**config.mk**
```make
export PLATFORM = sky130hd
export DESIGN_NAME = cbz_seq
export DESIGN_NICKNAME = d
export VERILOG_FILES = /design/src/rtl/cubic_bezier_point_generator_top_macros.svh /design/src/rtl/cbz_pkg.sv /design/src/rtl/cbz_seq.sv
export SDC_FILE = /design/constraint.sdc
export NUM_CORES = 1
export LEC_CHECK = 0
export BUFFER_PORTS_ARGS = -buffer_cell sky130_fd_sc_hd__buf_2
export CAP_MARGIN = 20
export CORE_MARGIN = 1.5
export CORE_UTILIZATION = 45
export DETAILED_ROUTE_END_ITERATION = 10
export PLACE_DENSITY = 0.8
export SLEW_MARGIN = 5
export SYNTH_ARGS = -nofsm -noshare
export SYNTH_HDL_FRONTEND = slang
export SYNTH_SLANG_ARGS = --single-unit
```
**constraint.sdc**
```tcl
create_clock -name clk -period 11.3 [get_ports clk]
set_input_delay 0.565 -clock clk [delete_from_list [all_inputs] [get_ports clk]]
set_output_delay 0.565 -clock clk [all_outputs]
set_load 0.01 [all_outputs]
```
**src/rtl/cubic_bezier_point_generator_top_macros.svh**
```systemverilog
// Assertion macros for the cubic Bezier point generator.
`ifndef CUBIC_BEZIER_POINT_GENERATOR_TOP_MACROS_SVH
`define CUBIC_BEZIER_POINT_GENERATOR_TOP_MACROS_SVH
`ifndef SYNTHESIS
// Same-cycle implication, checked on every clock outside reset.
`define CBZ_ASSERT_IMPL(label, clk_s, rst_s, ante, cons) \
  label: assert property (@(posedge clk_s) disable iff (rst_s) (ante) |-> (cons)) \
    else $error("cbz: same-cycle check failed");
// Next-cycle implication, checked on every clock outside reset.
`define CBZ_ASSERT_NEXT(label, clk_s, rst_s, ante, cons) \
  label: assert property (@(posedge clk_s) disable iff (rst_s) (ante) |=> (cons)) \
    else $error("cbz: next-cycle check failed");
`else
`define CBZ_ASSERT_IMPL(label, clk_s, rst_s, ante, cons)
`define CBZ_ASSERT_NEXT(label, clk_s, rst_s, ante, cons)
`endif
`endif

```
**src/rtl/cbz_pkg.sv**
```systemverilog
// Shared types and constants of the cubic Bezier point generator.
package cbz_pkg;
  localparam int COORD_W   = 24;
  localparam int T_W       = 17;
  localparam int WEIGHT_W  = 49;
  localparam int CNT_W     = 7;
  localparam int DEF_MAX_POINTS = 64;
  localparam logic [CNT_W-1:0] PPS_RESET = 7'd32;
  localparam logic [T_W-1:0] T_ONE = 17'h10000;

  typedef logic [COORD_W-1:0] coord_t;
  typedef logic [T_W-1:0] tval_t;
  typedef logic [WEIGHT_W-1:0] weight_t;

  // Control points of one segment, one axis at a time, index 0 = P0.
  typedef struct packed {
    coord_t [3:0] x;
    coord_t [3:0] y;
  } quad_t;

  // Point request from the sequencer.
  typedef struct packed {
    logic  valid;
    logic  last;
    tval_t t;
    quad_t quad;
  } point_req_t;

  // Sequencer status for the top level.
  typedef struct packed {
    logic busy;
    logic last;
  } seq_status_t;
endpackage

```
**src/rtl/cbz_seq.sv**
```systemverilog
// Segment sequencer: holds one quad and steps t over its points.
module cbz_seq import cbz_pkg::*; #(
  parameter int MAX_POINTS = DEF_MAX_POINTS
) (
  input  logic             clk,
  input  logic             rst,
  input  logic             cfg_wen,
  input  logic [CNT_W-1:0] cfg_wdata,
  input  logic             load,
  input  quad_t            quad_in,
  input  logic             en,
  output point_req_t       req,
  output seq_status_t      status
);
  localparam int SW = (MAX_POINTS > 2) ? $clog2(MAX_POINTS) : 1;

  // Long division of 65536 by a step count, returned as {quotient, remainder}
  function automatic logic [2*T_W-1:0] div_one(int s);
    logic [T_W-1:0] quo;
    logic [T_W-1:0] rem;
    quo = '0;
    rem = '0;
    for (int b = T_W-1; b >= 0; b--) begin
      rem = {rem[T_W-2:0], T_ONE[b]};
      if (rem >= T_W'(s)) begin
        rem    = rem - T_W'(s);
        quo[b] = 1'b1;
      end
    end
    return {quo, rem};
  endfunction

  function automatic logic [MAX_POINTS-1:0][T_W-1:0] make_q();
    logic [MAX_POINTS-1:0][T_W-1:0] tab;
    logic [2*T_W-1:0]               qr;
    tab = '0;
    for (int s = 1; s < MAX_POINTS; s++) begin
      qr     = div_one(s);
      tab[s] = qr[2*T_W-1:T_W];
    end
    return tab;
  endfunction

  function automatic logic [MAX_POINTS-1:0][T_W-1:0] make_r();
    logic [MAX_POINTS-1:0][T_W-1:0] tab;
    logic [2*T_W-1:0]               qr;
    tab = '0;
    for (int s = 1; s < MAX_POINTS; s++) begin
      qr     = div_one(s);
      tab[s] = qr[T_W-1:0];
    end
    return tab;
  endfunction

  localparam logic [MAX_POINTS-1:0][T_W-1:0] STEP_Q = make_q();
  localparam logic [MAX_POINTS-1:0][T_W-1:0] STEP_R = make_r();

  logic [CNT_W-1:0] pps;
  logic [CNT_W-1:0] n_eff;
  logic [SW-1:0]    span_next;
  logic             busy;
  logic [SW-1:0]    idx;
  logic [SW-1:0]    span;
  tval_t            q;
  logic [SW-1:0]    r;
  tval_t            sq;
  logic [SW-1:0]    sr;
  quad_t            quad;
  logic             last;
  logic [SW:0]      r_sum;
  logic             carry;

  // Clamp the configured count into range
  always_comb begin
    if (pps < 7'd2) n_eff = 7'd2;
    else if (pps > CNT_W'(MAX_POINTS)) n_eff = CNT_W'(MAX_POINTS);
    else n_eff = pps;
    span_next = SW'(n_eff - 7'd1);
  end

  assign last  = (idx == span);
  assign r_sum = {1'b0, r} + {1'b0, sr};
  assign carry = (r_sum >= {1'b0, span});

  // Hold configuration
  always_ff @(posedge clk) begin
    if (rst) pps <= PPS_RESET;
    else if (cfg_wen) pps <= cfg_wdata;
  end

  // Advance t by the quotient and remainder of 65536 / span
  always_ff @(posedge clk) begin
    if (rst) begin
      busy <= 1'b0;
    end else if (load) begin
      busy <= 1'b1;
      idx  <= '0;
      span <= span_next;
      q    <= '0;
      r    <= '0;
      sq   <= STEP_Q[span_next];
      sr   <= SW'(STEP_R[span_next]);
      quad <= quad_in;
    end else if (en && busy) begin
      if (last) begin
        busy <= 1'b0;
      end else begin
        idx <= idx + 1'b1;
        q   <= q + sq + T_W'(carry);
        r   <= carry ? SW'(r_sum - {1'b0, span}) : SW'(r_sum);
      end
    end
  end

  assign req.valid   = busy;
  assign req.last    = last;
  assign req.t       = q;
  assign req.quad    = quad;
  assign status.busy = busy;
  assign status.last = last;
endmodule

```
Word level (Yosys, flattened, before mapping) --
Memory sizes are Yosys's and may differ from the RTL's. A register that Yosys moved wholly into a read port is not among the register bits. Cells that the tools add are included.
Word-level totals: input bits 204, register bits 235, memories 2, bits in read-only memories 2176
Memories:
- (no name shown) | words 64, width 17, read ports 1, clocked after Yosys merged registers in 1, wr ports 0, RTL line cbz_seq.sv:102 | sr <= SW'(STEP_R[span_next]);
- (no name shown) | words 64, width 17, read ports 1, clocked after Yosys merged registers in 1, wr ports 0, RTL line cbz_seq.sv:101 | sq <= STEP_Q[span_next];
Cells by class: multiplexer cells 12, $lt $le $gt $ge 3, bitwise gates (word level) 1, add/sub/neg operators 6, reductions and logical operators 6, eq/ne operators 2
Operators with widths (number):
- 6-bit two-way mux | 7
- 17-bit two-way mux | 2
- 17-bit by 1-bit adder with 17-bit output | 1
- 17-bit adder | 1
- 6-bit by 6-bit adder with 7-bit output | 1
- 7-bit by 6-bit greater-or-equal comparator with 1-bit output | 1
- 7-bit > comparator, second input constant | 1
- 7-bit by 2-bit less-than comparator with 1-bit output, second input constant | 1
- 6-bit by 1-bit adder with 6-bit output, second input constant | 1
- 6-bit equality test | 1
- 6-bit by 1-bit subtractor with 6-bit output, second input constant | 1
- 6-bit subtractor | 1
- 2-bit AND reduction | 2
- 2-bit nonzero test | 2
- 1-bit two-way mux | 3
- 3-bit AND reduction | 1
- 2-bit inequality test, second input constant | 1
- 1-bit logical AND | 1
- 1-bit NOT | 1

Logic depth before layout (Yosys ltp) --
Gate-level depths: netlist (run 1).
depth in word-level cells 5, mapped depth 22, gate-level depth less buffers 22

Worst setup path before layout (run 1) --
Ideal clock, no wire load.
kind input to register, from input rst, to register quad (netlist bit req[0]) (enable), setup time 0.809 ns, data arrival time 9.961 ns, buffers on the path 1, path slack 0.530 ns, stages 2, path through clkbuf_1 -> nor2_1
Between the ends: longest elaborated chain between the ends 2
RTL lines:
- start, declared | RTL line cbz_seq.sv:6 | input logic rst,
- 1-bit NOT (no line)
- 2-bit AND reduction (no line)
- end signal, assigned | RTL line cbz_seq.sv:103 | quad <= quad_in;
- end, declared | RTL line cbz_seq.sv:68 | quad_t quad;
Every way passes these cells. A chain may end at the register's enable or synchronous reset.

Worst setup path after layout (run 1) --
from register sr[0], to register q[16], data pin
Between the ends: longest elaborated chain between the ends 5
RTL lines:
- start, declared | RTL line cbz_seq.sv:67 | logic [SW-1:0] sr;
- 6-bit by 6-bit adder with 7-bit output | RTL line cbz_seq.sv:82 | assign r_sum = {1'b0, r} + {1'b0, sr};
- 7-bit by 6-bit greater-or-equal comparator with 1-bit output | RTL line cbz_seq.sv:83 | assign carry = (r_sum >= {1'b0, span});
- 17-bit by 1-bit adder with 17-bit output | RTL line cbz_seq.sv:109 | q <= q + sq + T_W'(carry);
- 17-bit two-way mux | RTL line cbz_seq.sv:105 | if (last) begin
- 17-bit two-way mux | RTL line cbz_seq.sv:104 | end else if (en && busy) begin
- end signal, assigned | RTL line cbz_seq.sv:109
- end, declared | RTL line cbz_seq.sv:64 | tval_t q;
Every way passes these cells. The select of a mux whose other input is x is not followed.

==> summary by stage, run 1 <==
Pwr
The largest vdd supply drop is 0.000138 V. The leakage power is 5.96 nW. The power per unit of standard cell area is 189 nW/um^2.

Clocking
The CTS H-tree depth is 1. The maximum clock insertion buffer count is 3. The total CTS buffers is 28.

The clock tree from TritonCTS is yes. The number of gates given a new drive strength after cts is 0. Clock tree synthesis selected as its root buffer the cell clkbuf_16. The worst-skew pair later-pin latency is 0.55 ns. Buffers added to address setup during post-CTS repair amount to 0. The count of clock tree sinks is 258.

The hold buffer count at CTS is 0. Clock-pin slew was measured on the worst setup and hold paths at 0.06 ns.

Floorplan
The starting density of the core is 46.3%. The floorplan has 57 rows. For this design the top-level I/O count stands at 417.

The overall die area is 26200 um^2. The die width is 162 um. Measured along the y axis, the die boundary spans 162 um. After floorplanning, the core was sized to cover 24500 um^2.

GRT
The number of global-route vias before repair came to 8151. The initial antenna violation count is 8. The pin count of the biggest net entering global routing is 214. The total overflow left after global routing is 0. The first global-routing pass estimated 52.8 mm of wire.

Across every metal layer, demand over resource in global routing totals 27.4%.

STA
Setup repair after global routing left no endpoint under its margin. The worst pin sits at a relative slew slack of 16.4%. Hold is met by 0.185 ns. The final critical path takes up 49.3% of the cycle. The accumulated negative setup slack is 0 ns. The final number of max-transition violations came to 0. The setup violation total in the final timing report is 0. Counting I/O delays and the setup requirement, the final critical path takes 5.57 ns. Derived from the worst setup path, the maximum achievable clock frequency is 180 MHz. The worst path setup slack after routing is 5.73 ns. The clock skew after layout is 0.00878 ns. At the pin with the least slew margin, the transition time is 1.25 ns.

The final-report hold violation count is 0.

Layout
The final cell utilization of the core is 59.3%. The post-route netlist has 38.9% of its cells at a drive strength greater than 1. The commonest non-fill, non-tap cell in the layout is buf_2. The area taken by multi-input logic gates is 3330 um^2. The library cells used most frequently in the layout, excluding fill and tap cells, are buf_2 (416), edfxtp_1 (250), nor2_1 (61), a21oi_1 (49), nand2_1 (46). The area used by sequential logic in the layout is 7670 um^2. The number of filler instances in the final layout is 2045. At the end of the flow, the number of nets in the layout was 1473. The layout overhead on the synthesized area is 28.0%.

With fillers left out, the area of the finished cells amounts to 14600 um^2.

Detailed routing
The iteration-0 DRC count of the detailed router is 1262. After detailed routing, the number of vias per cell comes to 5.60. The mean routed wirelength per cell is 24.0 um. In this run the remaining antenna-violating nets after routing total 0. Summing over every cut layer, the via total after detailed routing is 8785. For this run, design rule violations remaining after detail routing come to 0. The number of optimization iterations in the first detailed-route pass is 6. The routed wire length is 37.6 mm.

Place
The HPWL after detailed placement is 27.6 mm. At the placement stage, the worst setup path has a slack of 5.85 ns. Input and output buffers added on the ports amount to 416. The routability congestion estimate from global placement is 0.982. The area of placed instances is 13700 um^2.

Run status
The flow ran to the end, and the final reports show no timing, DRC or antenna violations.

Logic synthesis
Ranked by total cell area, the synthesized netlist is headed by edfxtp_1 (66%), ha_1 (4.6%), a21oi_1 (2.2%), nor2_1 (2.0%), nand2_1 (1.5%). The cell area after synthesis is 11400 um^2. The gate count of the mapped netlist is 823. The Yosys step of the flow raised 0 warnings.

The number of library cell types mapped by synthesis is 73. Summing the sequential cell areas from Yosys gives 67.5% of the chip area. Counting flops with a built-in enable in the synthesized netlist gives 250.

The area fraction of the dominant cell type after synthesis is 66.1%. In this run, synthesis produced a sequential element count of 258. For this run, asynchronously set or reset flops after synthesis account for 0%. The number of nets handed over by synthesis was 1073.

Among all flip-flop cells after synthesis, the most frequent one is edfxtp_1. The synthesized design spends more area on one cell type than any other, namely edfxtp_1. The mean instance size in the synthesized netlist is 13.8 um^2.

Setup path
The minimum setup slack among reg-to-reg paths is 5.73 ns. The category of the most critical setup path is reg -> reg. For the worst setup path, the data required time is 11.60 ns. Data on the critical path arrives at its endpoint at 5.87 ns. The worst setup path is launched from a register.

The peak fanout along the critical path is 8. The worst setup path is captured at a register.

Run
Across the run, the number of max-cap violations was 0.

Min path
The class of the most critical hold timing path is in -> reg.
## sequential cells by signal (all words and copies together) (netlist names)
signal / cells
span: 6
req: 192
busy: 1
sr: 6
pps: 7
q: 17
idx: 6
r: 6
sq: 17
## report_power, final
group | leakage, nW | total, W | internal, W | switching [W]
logic | 3.11 | 0.000671 | 0.000267 | 0.000404
registers | 2.43 | 0.00120 | 0.00116 | 0.0000424
clock network | 0.424 | 0.000884 | 0.000503 | 0.000381
## cells by family (layout without fill, tap and decap cells)
family	Yosys count	in the layout	share of synthesized area [%]
xor+xnor	25	25	1.93
other cells	0	1	0
flops	258	258	67.5
fa+ha+maj	46	46	5.33
mux	17	17	1.68
compound gates	192	192	11.6
simple gates	201	201	8.60
buf+inv	84	504	3.38
## cells in the mapped netlist (6+ instances only)
cell	n
inv_1	31
a311oi_1	6
o21a_1	8
a31oi_1	12
nor2_1	62
nand2_1	46
clkbuf_1	21
a221oi_1	6
xor2_1	7
dfxtp_1	8
and2_1	9
mux2i_1	9
mux2_2	6
a21o_1	9
o211ai_1	11
buf_4	6
a211oi_1	8
buf_2	13
or3_1	6
nor3_1	19
a21oi_1	49
o21ai_0	30
xnor2_1	18
edfxtp_1	250
nor2b_1	14
nand3_1	16
ha_1	42
## critical path, cell delays in order, from the launching register on
cell      delay (ns)
edfxtp_1        0.33
ha_1            0.16
inv_1           0.06
fa_1            0.41
nor2b_1         0.12
o21ai_0         0.12
and2_1          0.20
xnor2_1         0.19
inv_1           0.07
ha_1            0.36
nand3_1         0.09
nor2_1          0.13
inv_1           0.05
a31oi_1         0.48
nor2_1          0.20
fa_1            0.47
fa_1            0.42
nand2b_1        0.19
a21oi_1         0.24
o21ai_0         0.23
a31oi_1         0.37
a311oi_1        0.15
mux2_2          0.28
## worst paths after layout
| path | from | endpoint | depth (start not counted) |
|---|---|---|---|
| worst min register to register | busy | busy | 2 |
| worst max-delay path | sr[0] | q[16] | 22 |
| worst max register to register | sr[0] | q[16] | 22 |
| worst min-delay path | quad_in[163] | req[163] | 1 |
## layer usage
metal | GRT usage, % | wire (um)
met1 | 37.5 | 14700
met2 | 42.8 | 17400
met3 | 7.64 | 4210
met4 | 7.96 | 1210
met5 | 0 | 63
## through the flow
| stage | instances | power [W] |
|---|---|---|
| 3_5_place_dp | 1517 | 0.00187 |
| 3_3_place_gp | 1517 | 0.00186 |
| 4_1_cts | 1567 | 0.00276 |
| 2_1_floorplan | 823 | 0.00167 |
| 6_report | 1568 | 0.00275 |
| 5_1_grt | 1567 | 0.00286 |
## area by class of cell
class	count	share of cell area (%)
clock inverters	18	1.21
inverters	35	0.903
clock buffers	32	4.92
repair buffers	419	14.5
multi-input cells	481	22.9
diodes	1	0.0172
flip-flops and latches	258	52.7
well taps	324	2.79
Power figures use the tool's default switching activity.
==> inputs of run 2 (changes only) <==
- clock period: 11.3 -> 4.45 ns (I/O delays scaled with it)
==> run 2 against run 1 <==
Total power rose to 2.8 times the previous value. Largest power group unchanged. Setup slack got worse by 5.7 ns. Critical path depth fell by 3. Sequential cell count did not move. Fmax rose by 27%. Critical endpoint unchanged. Cell area rose by 17%. Combinational power rose to 3.4 times the previous value.
==> summary by stage, run 2 (synthesized netlist as in run 1, its figures left out) <==
Detailed routing
The number of remaining DRC errors is 0 (unchanged). The total via count after detailed routing is 10200 (+16%). The routed wire length is 43.5 mm (+16%).

The iteration-0 DRC count of the detailed router is 1279 (+1.3%). The mean routed wirelength per cell is 24.1 um (+0.45%). The post-detailed-route count of antenna-violating nets is 0 (unchanged). The average vias per placed instance is 5.63 (+0.49%). The number of optimization iterations in the first detailed-route pass was 6 (unchanged).

GRT
The total overflow reported by the global router is 0 (unchanged). The wire length of the first global-routing pass is 63.0 mm (+19%). The overall fraction of global-route tracks in use is 32.2% (+4.9 points). The number of global-route vias before repair is 9931 (+22%). The pin count of the biggest net entering global routing is 59 (-72%). The initial antenna violation count is 2 (-6).

STA
The clock skew after layout is 0.0240 ns (+0.0153 ns). The top achievable clock speed is 229 MHz (+27%). The worst path setup slack after routing was 0.0798 ns (-5.65 ns).

Setup repair after global routing could not meet its margin everywhere. The part of the cycle the worst path needs is 98.2% (+49 points). The worst-margin pin slew is 1.04 ns (-0.212 ns). The worst hold margin is 0.0373 ns (-0.147 ns). The final-report hold violation count is 0 (unchanged). The final number of max-transition violations is 0 (unchanged). The worst slew slack as a fraction of its limit is 30.5% (+14 points). The setup violation total in the final timing report is 0 (unchanged).

The clock period minus final worst setup slack is 4.37 ns (-1.20 ns).

Clocking
The clock tree from TritonCTS is yes. The clock-pin slew of the registers on the worst-case setup and hold paths came to 0.06 ns (about the same). The maximum clock insertion buffer count is 3 (unchanged). The CTS H-tree depth is 1 (unchanged). The worst-skew pair later-pin latency was 0.55 ns (about the same). The count of clock tree sinks was 258 (unchanged).

The clock tree root buffer cell is clkbuf_16. The total CTS buffers is 27 (-3.6%).

Pwr
The largest vdd supply drop came to 0.000388 V (+180%). The power per unit of standard cell area is 445 nW/um^2 (+140%). The fraction of power consumed by the clock network was 30.1% (-2.0 points). The leakage power is 7.08 nW (+19%). The share of total power in combinational logic is 29.9% (+5.5 points).

The internal portion of total power is 0.00531 W (+180%). The part of the power in registers is 40.0% (-3.5 points). The switching share of total power is 30.2% (+0.093 points). The net switching power is 0.00229 W (+180%).

Place
The worst-case setup slack after placement is -0.266 ns (-6.12 ns). The count of input and output buffers is 416 (unchanged). The routability congestion estimate from global placement is 0.957 (-2.6%). The HPWL after detailed placement is 29.1 mm (+5.7%). The placed instance count is 1558 (+2.7%).

Floorplan
The overall die area is 26200 um^2 (unchanged). The cell row count is 57 (unchanged). The vertical die dimension is 162 um (unchanged). The die width is 162 um (unchanged). The placeable core area is 24500 um^2 (unchanged). The number of top-level pins is 417 (unchanged).

The starting density of the core was 46.3% (unchanged).

Setup path
The data required time at the worst endpoint was 4.75 ns (-6.85 ns). The critical path is of the reg -> reg type. The peak fanout along the critical path came to 3 (-5). The arrival time of data at the critical path endpoint is 4.67 ns (-1.20 ns).

STA classifies the critical path startpoint as a register. STA classifies the critical path endpoint as a register.

Min path
In this run the worst hold path is classified as in -> reg.

Run status
The run finished with clean final reports.

Layout
The share of layout cells above drive strength 1 was 37.2% (-1.7 points). The final net count is 1718 (+17%). The number of standard cells in the final layout excluding fillers is 1808 (+15%).

The library cell used most frequently in the layout, excluding fill and tap cells, is buf_2. The library cells used most frequently in the layout, excluding fill and tap cells, are buf_2 (416), edfxtp_1 (250), dlygate4sd3_1 (200), nor2_1 (59). The number of flip-flops in the largest register came to 192 (unchanged). The number of filler instances in the final layout came to 1749 (-14%). From synthesis to final layout, the design area changed by 50.3%. The final cell utilization of the core is 69.6% (+10 points).

Run
The max-capacitance violation count is 0 (unchanged).
[run 2: path summary, 6_finish.rpt]
path	cells past startpoint	end	slack, ns	startpoint
worst min register to register	2	busy	0.63	busy
worst max-delay path	19	q[16]	0.08	r[0]
worst min-delay path	2	pps[6]	0.04	rst
worst max register to register	19	q[16]	0.08	r[0]
[run 2: through the flow]
| step | total power [W] | TNS (ns) | instance area, um^2 |
|---|---|---|---|
| floorplan | 0.00424 | 0 | 11400 |
| global placement | 0.00493 | -0.183 | 14000 |
| finish | 0.00761 | 0 | 17100 |
| CTS | 0.00744 | 0 | 17000 |
| detailed placement | 0.00498 | -1.05 | 14000 |
| global route | 0.00789 | -0.188 | 17100 |
[run 2: final cells by class]
class	instances	area (um^2)	area share [%]
Sequential cell	258	7670	44.9
Timing Repair Buffer	665	4510	26.4
Multi-Input combinational cell	481	3480	20.4
Clock buffer	29	683	4.00
Tap cell	324	405	2.37
Clock inverter	15	195	1.14
Inverter	35	131	0.769
Antenna cell	1	2.50	0.0146
[run 2: what timing repair did]
action	CTS	global route
setup buffers	1	4
gates resized for setup	8	21
pin swaps	2	6
endpoints found under the setup margin	7	7
endpoints found under the hold margin	200	0
hold buffers	200	0
[run 2: power groups by stage]
stage | clock [W] | combinational, W | sequential (W)
2_1_floorplan | 0 | 0.00112 | 0.00313
3_3_place_gp | 0 | 0.00185 | 0.00308
3_5_place_dp | 0 | 0.00190 | 0.00308
4_1_cts | 0.00231 | 0.00210 | 0.00304
5_1_grt | 0.00239 | 0.00244 | 0.00306
6_report | 0.00229 | 0.00227 | 0.00304
[run 2: critical path: stages (launching register included)]
cell and delay, ns:
edfxtp_1 0.33, ha_2 0.18, inv_2 0.04, fa_2 0.53, inv_1 0.07, ha_1 0.32
nor2b_1 0.15, o21a_1 0.18, o211ai_1 0.31, a31oi_4 0.14, nor2_2 0.14, fa_2 0.23
fa_2 0.21, nand2b_4 0.14, a21oi_4 0.06, o21ai_1 0.15, a31oi_1 0.10, buf_4 0.16
a311oi_2 0.32, mux2_2 0.38
[run 2: metal layers]
metal / up-vias / part of all wire (%) / global-route usage [%]
met2: 670 / 47 / 52.5
met4: 2 / 4.8 / 12.1
met3: 133 / 9.3 / 6.61
li1: 4428 / - / -
met1: 4946 / 39 / 42.9
met5: - / 0.023 / 0
